## config.mk

```make
export PLATFORM = sky130hd
export DESIGN_NAME = scba_ctrl
export DESIGN_NICKNAME = d
export VERILOG_FILES = /design/src/hdl/scba_pkg.sv /design/src/hdl/scba_ctrl.sv
export SDC_FILE = /design/constraint.sdc
export NUM_CORES = 1
export LEC_CHECK = 0
export ABC_AREA = 1
export ABC_CLOCK_PERIOD_IN_PS = 900
export BUFFER_PORTS_ARGS = -buffer_cell sky130_fd_sc_hd__buf_4
export CAP_MARGIN = 40
export CORE_AREA = 2 2 39 41
export DETAILED_ROUTE_END_ITERATION = 8
export DIE_AREA = 0 0 41 43
export MAX_ROUTING_LAYER = met4
export SYNTH_ARGS = -nofsm -noshare
export SYNTH_HDL_FRONTEND = slang
export SYNTH_SLANG_ARGS = --single-unit
```

## constraint.sdc

```tcl
create_clock -name clock -period 0.9 [get_ports clock]
set_clock_uncertainty 0.15 [all_clocks]
set_input_delay 0.09 -clock clock [delete_from_list [all_inputs] [get_ports clock]]
set_output_delay 0.09 -clock clock [all_outputs]
set_load 0.01 [all_outputs]
```

## src/hdl/scba_pkg.sv

```systemverilog
// Shared types, constants and helpers for the size-class bump allocator.
`default_nettype none

package scba_pkg;

   // Sizing of the heap and of the class table
   localparam int unsigned NUM_BLOCKS       = 131072;
   localparam int unsigned BLOCK_BYTES      = 4096;
   localparam int unsigned HEADER_BYTES     = 8;
   localparam int unsigned MAX_OBJECT_BYTES = 2040;
   localparam int unsigned NUM_CLASSES      = MAX_OBJECT_BYTES + 1;

   // Derived widths
   localparam int unsigned ADDR_W      = 48;
   localparam int unsigned SIZE_W      = 16;
   localparam int unsigned STATUS_W    = 2;
   localparam int unsigned BLOCK_IDX_W = $clog2(NUM_BLOCKS);
   localparam int unsigned FREE_CNT_W  = $clog2(NUM_BLOCKS + 1);
   localparam int unsigned OFFSET_W    = $clog2(BLOCK_BYTES + 1);
   localparam int unsigned CLASS_W     = $clog2(NUM_CLASSES);
   localparam int unsigned BLOCK_SHIFT = $clog2(BLOCK_BYTES);
   localparam int unsigned SUM_W       = SIZE_W + 2;
   localparam int unsigned RSP_DATA_W  = ((ADDR_W + 7) / 8) * 8;

   // Result status codes
   typedef enum logic [STATUS_W-1:0] {
      STATUS_OK        = 2'd0,
      STATUS_TOO_LARGE = 2'd1,
      STATUS_NO_BLOCK  = 2'd2
   } status_type;

   // Controller states
   typedef enum logic [1:0] {
      ST_CLEAR,
      ST_IDLE,
      ST_EXEC
   } ctrl_state_type;

   // One class table entry
   typedef struct packed {
      logic                   valid;
      logic [BLOCK_IDX_W-1:0] tail_block;
      logic [OFFSET_W-1:0]    fill_offset;
   } class_entry_type;

   // Commands from controller to datapath
   typedef struct packed {
      logic clear_wr;
      logic lookup;
      logic commit;
   } ctrl_cmd_type;

   // Status from datapath to controller
   typedef struct packed {
      logic clear_last;
   } dp_status_type;

   // Round a size up to the next multiple of 8
   function automatic logic [SUM_W-1:0] round_up8(input logic [SIZE_W-1:0] size);
      logic [SUM_W-1:0] sum;
      sum = SUM_W'(size) + SUM_W'(7);
      return {sum[SUM_W-1:3], 3'b000};
   endfunction

endpackage : scba_pkg

`default_nettype wire

```

## src/hdl/scba_ctrl.sv

```systemverilog
// Controller state machine: clearing pass, request intake and result hand-off.
`default_nettype none

module scba_ctrl (
   input  wire                   clock,
   input  wire                   reset,
   input  wire                   req_tvalid,
   output logic                  req_tready,
   output logic                  rsp_tvalid,
   input  wire                   rsp_tready,
   input  scba_pkg::dp_status_type dp_status,
   output scba_pkg::ctrl_cmd_type  cmd
);
   import scba_pkg::*;

   ctrl_state_type state_ff, state_in;
   logic           rsp_valid_ff, rsp_valid_in;
   logic           out_free;

   // State and result-valid registers
   always_ff @(posedge clock) begin
      if (reset) begin
         state_ff     <= ST_CLEAR;
         rsp_valid_ff <= 1'b0;
      end else begin
         state_ff     <= state_in;
         rsp_valid_ff <= rsp_valid_in;
      end
   end

   // Output register is free when empty or being taken this cycle
   assign out_free = !rsp_valid_ff || rsp_tready;

   // Next state and commands
   always_comb begin
      state_in     = state_ff;
      cmd          = '0;
      req_tready   = 1'b0;
      rsp_valid_in = rsp_valid_ff && !rsp_tready;
      unique case (state_ff)
         ST_CLEAR: begin
            cmd.clear_wr = 1'b1;
            if (dp_status.clear_last) begin
               state_in = ST_IDLE;
            end
         end
         ST_IDLE: begin
            req_tready = 1'b1;
            if (req_tvalid) begin
               cmd.lookup = 1'b1;
               state_in   = ST_EXEC;
            end
         end
         ST_EXEC: begin
            // hold the looked-up entry until the output register can take the request's result
            if (out_free) begin
               cmd.commit   = 1'b1;
               rsp_valid_in = 1'b1;
               state_in     = ST_IDLE;
            end
         end
         default: begin
            state_in = ST_CLEAR;
         end
      endcase
   end

   assign rsp_tvalid = rsp_valid_ff;

   // An accepted request always moves on to execution
   a_accept_to_exec: assert property (@(posedge clock) disable iff (reset)
      (req_tvalid && req_tready) |=> (state_ff == ST_EXEC))
      else $error("accepted request did not reach execution");

   // A result appears only after an execution step
   a_rsp_after_exec: assert property (@(posedge clock) disable iff (reset)
      $rose(rsp_valid_ff) |-> ($past(state_ff) == ST_EXEC))
      else $error("result raised without execution");

   // Commit never overwrites a result still waiting
   a_no_overwrite: assert property (@(posedge clock) disable iff (reset)
      cmd.commit |-> (!rsp_valid_ff || rsp_tready))
      else $error("result overwritten before it was taken");

endmodule : scba_ctrl

`default_nettype wire

```

Word level (Yosys, flattened, before mapping):

Index checks and enable logic that the tools add are counted.

* reduce and logical (&&, ||, !) cells: 6
* $mul: 0
* divide/modulo/power cells: 0
* magnitude comparators: 0
* multiplexer cells: 12
* bitwise operators: 0
* equality and inequality tests: 5
* add/subtract/negate cells: 0
* shift-type cells: 0

Operators by type and width (number)
* $mux W1: 8
* $mux W2: 3
* $ne A2 B2 Y1 const B: 3
* $pmux W2 S3: 1
* $reduce_and A3 Y1: 1
* $eq A2 B1 Y1 const B: 1
* $eq A2 B2 Y1 const B: 1
* $logic_not A1 Y1: 2
* $logic_not A2 Y1: 1
* $logic_and A1 B1 Y1: 1
* $logic_or A1 B1 Y1: 1

* input port bits: 5
* logic and storage cells: 25
* register bits: 3
* memory bits (read-only): 0
* bits in latches: 0
* memories: 0
* output and inout port bits: 5
* bits in writable memories: 0

Depth between registers and ports, before layout:

Gate-level depths: netlist of the first run.

* depth in word-level cells: 4
* depth in mapped cells: 5
* depth with buffers taken out: 5

Worst setup path after synthesis of the first run:

Ideal clock, no wire load.

* path kind: register -> register
* from: register rsp_valid_ff, in the netlist rsp_tvalid
* to: register state_ff[0]
* setup slack: -0.102 ns
* clock period less this slack: 1.002 ns
* path buffers: 0
* data required time: 0.640 ns
* library setup time: 0.110 ns
* stages on the path, launching flop included: 6
* data arrival time: 0.741 ns
* cells stage by stage: dfxtp_1 > inv_1 > nor2_1 > nand2_2 > nand2_1 > nor2_2

* cells in the longest elaborated chain, start to end: 4

Ends and longest elaborated chain
* start, declared: line scba_ctrl.sv:17 `logic rsp_valid_ff, rsp_valid_in;`
* start signal, assigned: line scba_ctrl.sv:27 `rsp_valid_ff <= rsp_valid_in;`
* $logic_not A1 Y1: line scba_ctrl.sv:32 `assign out_free = !rsp_valid_ff || rsp_tready;`
* $logic_or A1 B1 Y1: line scba_ctrl.sv:32
* $ne A2 B2 Y1 (no source line)
* $reduce_and A3 Y1 (no source line)
* end signal, assigned: line scba_ctrl.sv:26 `state_ff <= state_in;`
* end, declared: line scba_ctrl.sv:16 `ctrl_state_type state_ff, state_in;`

No other way between the ends.
A chain may end at the register's enable or synchronous reset.

==> impl_results.md, run 1 <==
* Outcome: finished, violations left
* Failing checks: negative setup slack
* Post-DP HPWL at ~280 um
* Cell Rows at 14
* Critical path type: reg -> out
* CTS tree: done
* DIE AREA at 1760 um^2
* Layout overhead on the synthesized area at 149%
* I/O pins at 10
* Leak Pwr at ~0.19 nW
* Post-DP Area at ~250 um^2
* Vias post-DR at a little over 200
* Simple-gate share of the synthesized area at 0.331
* Largest buffer count on any clock path at 2
* Drt drc at 0
* Vias per inst at 3.42
* Leading area contributor after synthesis: dfxtp_1
* Die Y at 43 um
* Syn Nets at 28
* Maxcap violations at 0
* Mapped Area at 155 um^2
* Tightest Pin Transition at 0.139 ns
* Largest family of logic cells by synthesized area: simple AND/OR/NAND/NOR gates
* Fmax at 860 MHz
* Worst Hold Class: in -> reg
* Crit path buffers/inverters at 2
* Clock Latency Late Sink at 0.23 ns
* Grt total ovfl at 0
* IO Port Bufs at 9
* Post-synthesis register bit count at 3
* Initial DRC count at 0
* Final worst slack at -0.263 ns
* Cell area after layout at about 390 um^2
* Synth unique cells at 12
* Yosys warns at 0
* Critical Path Fanout Max at 3
* Diodes inserted at 0
* Critical-path cell list: inv_2 -> nor2_4 -> nor3_2 -> buf_4
* Sequential-to-total area share from yosys stat at 0.387
* Initial Util at 0.112
* Fin crit period at 1.16 ns
* DR WL/cell at 8.07 um
* Global-route wire length before repair at 614 um
* Initial antenna violation count at 0
* Period utilization at 1.29
* Final Total Pwr at 502 uW
* Core area at 1380 um^2
* Slew Limit Fails at 0
* Total wire length at 476 um
* Setup violations, final at 8
* CP peak stage delay at 0.31 ns
* Mapped Cells at 23
* Sink Count at 3
* P per Cell Area at 1300 nW/um^2
* CP startpoint kind: register
* Syn_area_per_cell at 6.75 um^2
* CP top delay family: flip-flops
* # placed instances at 48
* Die X at 41 um
* Drt pass-1 iters at 1
* Worst EP required at 0.66 ns
* Mux contribution to synthesized area at 0
* Final antenna-violating net count at 0
* Clock root buffer master: clkbuf_4
* Post-Layout Cell Count at 59
* Critical-path top delay cell: dfxtp_2
* Ranking of synthesized cells by area: dfxtp_1 (39%), inv_1 (12%), nand2_1 (9.7%)
* TNS Setup at -1.35 ns
* Total CTS buffers at 3
* RSZ-0062 raised after global routing: true
* Synth top area share at 0.387
* Largest net degree at the start of global routing at 7
* Critical Path End Type: output pin
* Fin. Hold Viols at 0
* Synth Area in Compound Gates at 0.137
* Synth Area in Adders at 0
* Synth Area in XOR/XNOR at 0
* Worst slew margin at 0.907
* Layout net count at 49
* H-tree depth at 1
* GRT Util Overall at 0.0626
* Layout cells sized above 1 at 0.767
* Worst VDD drop at around 310 uV
* Vias in the first global route at 179
* CTS clk-pin slew, worst paths at around 0.040 ns
* Placer Congestion at 0.619
* Crit path DAT at 0.92 ns
[per-stage QoR]
step | utilization | hold slack [ns] | setup slack [ns]
final | 0.279 | 0.0126 | -0.263
after global routing | 0.279 | 0.0465 | -0.322
after CTS | 0.234 | -0.0145 | -0.273
after detailed placement | 0.180 | 0.108 | -0.0988
after global placement | 0.180 | 0.107 | -0.0905
after floorplan | - | 0.00244 | -0.0584
[power by group]
group          internal, mW  switching [mW]
Clock                 0.166          0.0642
Sequential            0.140          0.0129
Combinational        0.0704          0.0493
[worst paths after layout]
check	startpoint	endpoint	slack [ns]	cells past startpoint
hold reg to reg	state_ff[1]	state_ff[0]	0.45	3
hold / removal	dp_status	state_ff[0]	0.01	5
setup / recovery	rsp_tvalid	cmd[0]	-0.26	4
setup reg to reg	state_ff[1]	state_ff[0]	-0.18	6
[registers in the layout, indices dropped and copies added, names as in the netlist]
signal      flops
state_ff        2
rsp_tvalid      1
[cells in the mapped netlist]
master / instances
inv_1: 5
nand2_1: 4
o21a_1: 1
nand2_2: 1
nor3_1: 1
o21ai_0: 1
dfxtp_1: 3
inv_2: 1
nor2_1: 2
nand3_1: 1
nor2_2: 2
a21oi_2: 1
[cell families (layout without fill, tap and decap cells)]
family / Yosys count / after routing
buffers and inverters: 6 / 26
AO/OA/AOI/OAI: 3 / 3
AND/OR/NAND/NOR: 11 / 11
flip-flops: 3 / 3
[worst min-delay path, stage by stage]
cell and delay (ns):
buf_4 0.07, inv_1 0.03, nand2_1 0.06, nand2_2 0.05
nor2_2 0.06
[per-layer routing]
layer / vias to the layer above / part of all wire / track usage
met5: - / 0 / -
met4: 0 / 0 / 0.0800
met3: 0 / 0.097 / 0.0471
met2: 8 / 0.58 / 0.0781
met1: 86 / 0.32 / 0.0479
li1: 108 / - / -
[area by class of cell]
cell class	count	area [um^2]
Tap cell	16	20.0
Inverter	6	25.0
Timing Repair Buffer	16	141
Fill cell	159	997
Sequential cell	3	68.8
Multi-Input combinational cell	14	105
Clock buffer	4	26.3
[placed cells by master (no fill, tap or decap), types with 2 or more instances in the layout]
master and n:
buf_4 10, buf_6 5, clkbuf_4 3, dfxtp_4 2
inv_1 3, inv_2 2, nand2_1 3, nand2_2 2
nor2_4 3
[what timing repair did]
action                                  in CTS  in global routing
gates resized for setup                      9                  9
pin swaps                                    0                  6
hold endpoints to repair                     3                  0
hold buffers                                 1                  0
buffers inserted                             1                  5
endpoints found under the setup margin       8                  8
Note: power is estimated with default switching activity, not from simulation.
==> run 2, diff against run 1 <==
- CELL_PAD_IN_SITES_DETAIL_PLACEMENT: default -> 1
- CELL_PAD_IN_SITES_GLOBAL_PLACEMENT: default -> 1
- PLACE_DENSITY_LB_ADDON: default -> 0.1
==> impl_results.md, run 2 (synthesized netlist as in run 1, its figures left out) <==
* H-tree depth at 1 (unchanged)
* Fin crit period at 1.17 ns (+0.00967 ns)
* Die X at 41 um (unchanged)
* DIE AREA at 1760 um^2 (unchanged)
* CTS clk-pin slew, worst paths at 0.04 ns (about the same)
* Layout net count at 46 (-6.1%)
* Min-Delay Endpoint: state_ff[1]
* Critical-path cell list: inv_6 -> nor3_4 -> buf_6
* Final antenna-violating net count at 0 (unchanged)
* CP startpoint kind: register
* Worst hold stages at 3 (-2)
* Drt drc at 0 (unchanged)
* Fillcell total at 168 (+5.7%)
* Clock Latency Late Sink at 0.23 ns (about the same)
* Leak Pwr at 0.189 nW (-1.2%)
* Drt pass-1 iters at 2 (+1)
* Cell area after layout at 390 um^2 (+0.97%)
* Initial antenna violation count at 0 (unchanged)
* CTS tree: done
* Failing checks: negative setup slack
* Grt total ovfl at 0 (unchanged)
* Crit path DAT at 0.93 ns (about the same)
* Vias per inst at 3.48 (+1.7%)
* Outcome: finished, violations left
* Layout overhead on the synthesized area at 152%
* Largest buffer count on any clock path at 2 (unchanged)
* Worst Hold Class: in -> reg
* Post-DP Area at 249 um^2 (unchanged)
* Hold Startpoint: req_tvalid
* Critical-path top delay cell: dfxtp_4
* Initial Util at 0.112 (unchanged)
* Post-place setup slack at -0.122 ns (-0.0229 ns)
* Critical Path Fanout Max at 4 (+1)
* Worst EP required at 0.66 ns (about the same)
* Total wire length at 454 um (-4.6%)
* P per Cell Area at 1300 nW/um^2 (about the same)
* Layout cells sized above 1 at 0.825 (+0.0576)
* Placer Congestion at 0.767 (+24%)
* Final worst slack at -0.273 ns (-0.00967 ns)
* Largest Register: state_ff
* Reg2Reg Setup Slack at -0.14 ns (+0.04 ns)
* Critical Path End Type: output pin
* Cell Rows at 14 (unchanged)
* IO Port Bufs at 9 (unchanged)
* Die Y at 43 um (unchanged)
* Diodes inserted at 0 (unchanged)
* Worst slew margin at 0.900 (-0.00695)
* Period utilization at 1.30 (+0.0107)
* Fmax at 852 MHz (-0.82%)
* Worst reg2reg path startpoint: rsp_tvalid
* Vias post-DR at 195 (-3.5%)
* Most frequent cells in the layout: buf_6 (7), buf_4 (5), inv_2 (4), clkbuf_4 (3)
* Largest net degree at the start of global routing at 7 (unchanged)
* Slew Limit Fails at 0 (unchanged)
* Sink Count at 3 (unchanged)
* Fin. Hold Viols at 0 (unchanged)
* Maxcap violations at 0 (unchanged)
* Core area at 1380 um^2 (unchanged)
* Tightest Pin Transition at 0.149 ns (+0.0103 ns)
* GRT Util Overall at 0.0720 (+0.00939)
* Vias in the first global route at 195 (+8.9%)
* CP peak stage delay at 0.36 ns (+0.05 ns)
* Initial DRC count at 3 (+3)
* FF-to-FF End: state_ff[1]
* Max reg flops at 2 (unchanged)
* Worst VDD drop at 360 uV (+15%)
* I/O pins at 10 (unchanged)
* Setup violations, final at 8 (unchanged)
* R2r worst-path depth at 5 (-1)
* DR WL/cell at 8.11 um (+0.49%)
* RSZ-0062 raised after global routing: true
* Clock root buffer master: clkbuf_4
* Total CTS buffers at 3 (unchanged)
* Critical path type: reg -> out
* Global-route wire length before repair at 793 um (+29%)
* Post-DP HPWL at 351 um (+27%)
* Most common cell after layout, fill and taps aside: buf_6
## run 2: timing repair
item,CTS,global route
hold buffers,1,0
setup endpoints to repair,8,8
setup buffers,3,1
pin swaps,2,5
endpoints found under the hold margin,3,0
gates resized for setup,20,7
gates cloned,0,0
## run 2: power breakdown
part / total, mW / internal (mW) / switching (mW)
combinational: 0.116 / 0.0675 / 0.0485
clock: 0.233 / 0.166 / 0.0674
sequential: 0.157 / 0.140 / 0.0176
total: 0.507 / 0.373 / 0.134
## run 2: routing by layer
metal,GRT usage,up-vias,share of wire
met5,-,-,0
met4,0.0600,0,0
met3,0.0314,0,0.057
met2,0.0969,5,0.56
met1,0.0772,88,0.39
li1,-,102,-
## run 2: area by class of cell
type	instances	area, um^2	area share
clock buffer	4	26.3	0.0673
inverter	6	27.5	0.0705
multi-input combinational	14	121	0.311
sequential	3	68.8	0.176
tap	16	20.0	0.0513
timing repair buffer	13	126	0.324
## run 2: worst max-delay path: cells and delay by family (launching register included)
family | cells | cell delay [ns]
simple gates | 1 | 0.17
flops | 1 | 0.36
buf+inv | 2 | 0.17
## run 2: how the worst max path moves through the flow
stage,startpoint,to,cells after the start
finish,state_ff[1],cmd[0],3
floorplan,state_ff[1],cmd[0],2
global placement,state_ff[1],state_ff[0],5
detailed placement,state_ff[1],cmd[0],3
CTS,rsp_tvalid,cmd[0],4
global route,state_ff[1],cmd[0],3
## run 2: through the flow
step | cells | total power, mW | hold slack (ns) | TNS (ns) | util
2_1_floorplan | 23 | 0.188 | 0.00244 | -0.102 | -
3_3_place_gp | 48 | 0.232 | 0.117 | -0.449 | 0.180
3_5_place_dp | 48 | 0.232 | 0.111 | -0.470 | 0.180
4_1_cts | 56 | 0.512 | -0.000775 | -1.51 | 0.267
5_1_grt | 56 | 0.547 | 0.00113 | -1.71 | 0.282
6_report | 56 | 0.507 | 0.000245 | -1.35 | 0.282
==> run 3, diff against run 2 <==
- ABC_AREA: 1 -> default
==> impl_results.md, run 3 <==
* Outcome: finished, violations left
* Mapped Area at 138 um^2 (-11%)
* Vias per inst at 3.80 (+9.2%)
* Post-synth EDFFs at 0 (unchanged)
* Fin. Hold Viols at 3 (+3)
* Failing checks: negative hold slack, negative setup slack
* Ranking of synthesized cells by area: dfxtp_1 (44%), nor2_1 (16%), nor2b_1 (14%)
* CTS clk-pin slew, worst paths at 0.04 ns (about the same)
* Drt drc at 0 (unchanged)
* Syn Nets at 23 (-18%)
* Syn_area_per_cell at 7.65 um^2 (+13%)
* Storage element area at 66.3 um^2 (-3.6%)
* Cell area after layout at 400 um^2 (+2.6%)
* Synth top area share at 0.436 (+0.0493)
* Initial antenna violation count at 0 (unchanged)
* Worst VDD drop at 516 uV (+44%)
* Clock root buffer master: clkbuf_4
* Placer Congestion at 0.669 (-13%)
* Critical path type: reg -> out
* Initial DRC count at 0 (-3)
* Critical Path Fanout Max at 3 (-1)
* Fmax at 817 MHz (-4.1%)
* Global-route wire length before repair at 1040 um (+31%)
* Drt pass-1 iters at 1 (-1)
* Layout cells sized above 1 at 0.850 (+0.0250)
* Period utilization at 1.36 (+0.0559)
* Tightest Pin Transition at 0.181 ns (+0.0319 ns)
* TNS Setup at -1.81 ns (-0.455 ns)
* P per Cell Area at 1360 nW/um^2 (+5.1%)
* Worst slew margin at 0.878 (-0.0212)
* Final worst slack at -0.323 ns (-0.0503 ns)
* Grt total ovfl at 0 (unchanged)
* Largest Register: state_ff
* Fillcell total at 173 (+3.0%)
* Vias in the first global route at 233 (+19%)
* Leak Pwr at 0.178 nW (-5.7%)
* Leading area contributor after synthesis: dfxtp_1
* Final antenna-violating net count at 0 (unchanged)
* Post-DP HPWL at 411 um (+17%)
* Largest buffer count on any clock path at 2 (unchanged)
* Core Util, Final at 0.289 (+0.00723)
* Mapped Cells at 18 (-22%)
* Setup violations, final at 8 (unchanged)
* Total wire length at 576 um (+27%)
* Maxcap violations at 0 (unchanged)
* Die Y at 43 um (unchanged)
* Diodes inserted at 0 (unchanged)
* Clock Latency Late Sink at 0.23 ns (about the same)
* Cell Rows at 14 (unchanged)
* Vias post-DR at 213 (+9.2%)
* Critical Path End Type: output pin
* IO Port Bufs at 9 (unchanged)
* WHS at -0.0260 ns (-0.0263 ns)
* Sequential-to-total area share from yosys stat at 0.436 (+0.0493)
* Die X at 41 um (unchanged)
* Layout net count at 46 (unchanged)
* CTS tree: done
* Synth unique cells at 9 (-3)
* Worst EP required at 0.66 ns (about the same)
* Yosys warns at 0 (unchanged)
* Initial Util at 0.0995 (-0.0127)
* H-tree depth at 1 (unchanged)
* I/O pins at 10 (unchanged)
* Worst Hold Class: in -> reg
* Post-synthesis register bit count at 3 (unchanged)
* Most common cell after layout, fill and taps aside: buf_4
* Total CTS buffers at 3 (unchanged)
* Post-DP Area at 274 um^2 (+10%)
* CP startpoint kind: register
* DR WL/cell at 10.3 um (+27%)
* Cell with the most instances after synthesis: nor2_1
* Slew Limit Fails at 0 (unchanged)
* DIE AREA at 1760 um^2 (unchanged)
* Core area at 1380 um^2 (unchanged)
* Post-synth ARST share at 0 (unchanged)
* Fin crit period at 1.22 ns (+0.0503 ns)
* Layout overhead on the synthesized area at 191%
* GRT Util Overall at 0.0966 (+0.0246)
* Largest net degree at the start of global routing at 5 (-2)
* Multi-input gate area at 126 um^2 (+4.1%)
* Synth top cells by count: nor2_1 (6), dfxtp_1 (3), nor2b_1 (3)
* Crit path DAT at 0.98 ns (+0.05 ns)
* Sink Count at 3 (unchanged)
* RSZ-0062 raised after global routing: true
* Most used DFF post-synth: dfxtp_1
* Max reg flops at 2 (unchanged)
* Most frequent cells in the layout: buf_4 (11), buf_6 (7)
run 3: cell count changes after synthesis, sizes merged, moves of 2 or more:
| cell | previous run | this run |
|---|---|---|
| nor2b | 0 | 3 |
| nor2 | 4 | 6 |
| inv | 6 | 0 |
| nand2 | 5 | 1 |
run 3: repair_timing:
action                                  in CTS  in global routing
resized for setup                           12                  9
endpoints found under the setup margin       8                  8
pin swaps                                    4                  3
endpoints found under the hold margin        3                  3
buffers inserted                             1                  3
run 3: final timing paths:
path         slack [ns]        start  cells past startpoint          end
max               -0.32  state_ff[0]                      4       cmd[0]
min               -0.03        reset                      3  state_ff[1]
max reg2reg       -0.29   rsp_tvalid                      4  state_ff[0]
min reg2reg        0.41  state_ff[1]                      2  state_ff[0]
run 3: where the power goes:
group | internal, mW | switching (mW) | total (mW)
Combinational | 0.0974 | 0.0593 | 0.157
Clock | 0.166 | 0.0722 | 0.239
Sequential | 0.142 | 0.00901 | 0.151
run 3: layout make-up:
class | instances | share of cell area
timing repair buffer | 18 | 0.403
tap | 16 | 0.0500
multi-input combinational | 15 | 0.316
clock buffer | 4 | 0.0656
sequential | 3 | 0.166
run 3: logic make-up (layout without fill, tap and decap cells):
| family | count (synthesis) | count (layout) | synth area share |
|---|---|---|---|
| simple gates | 12 | 12 | 0.418 |
| compound gates | 3 | 3 | 0.145 |
| flops | 3 | 3 | 0.436 |
| buf+inv | 0 | 22 | 0 |
run 3: routing by layer:
metal / GRT usage / up-vias / share of wire
met5: - / - / 0
met1: 0.0994 / 104 / 0.37
met2: 0.131 / 6 / 0.58
met4: 0.100 / 0 / 0
met3: 0.0314 / 0 / 0.047
li1: - / 103 / -
run 3: worst max-delay path, cell delays in order, from the launching register on:
cell	delay [ns]
dfxtp_2	0.32
nand2b_4	0.14
buf_6	0.11
nor2_2	0.06
buf_4	0.12
run 3: metrics by stage:
stage | std cells | setup WS (ns) | hold WS (ns) | power [mW]
after global routing | 56 | -0.362 | -0.0246 | 0.587
final | 56 | -0.323 | -0.0260 | 0.546
after detailed placement | 48 | -0.183 | 0.216 | 0.255
after floorplan | 18 | -0.164 | 0.00497 | 0.188
after CTS | 53 | -0.363 | -0.0311 | 0.532
after global placement | 48 | -0.170 | 0.213 | 0.254
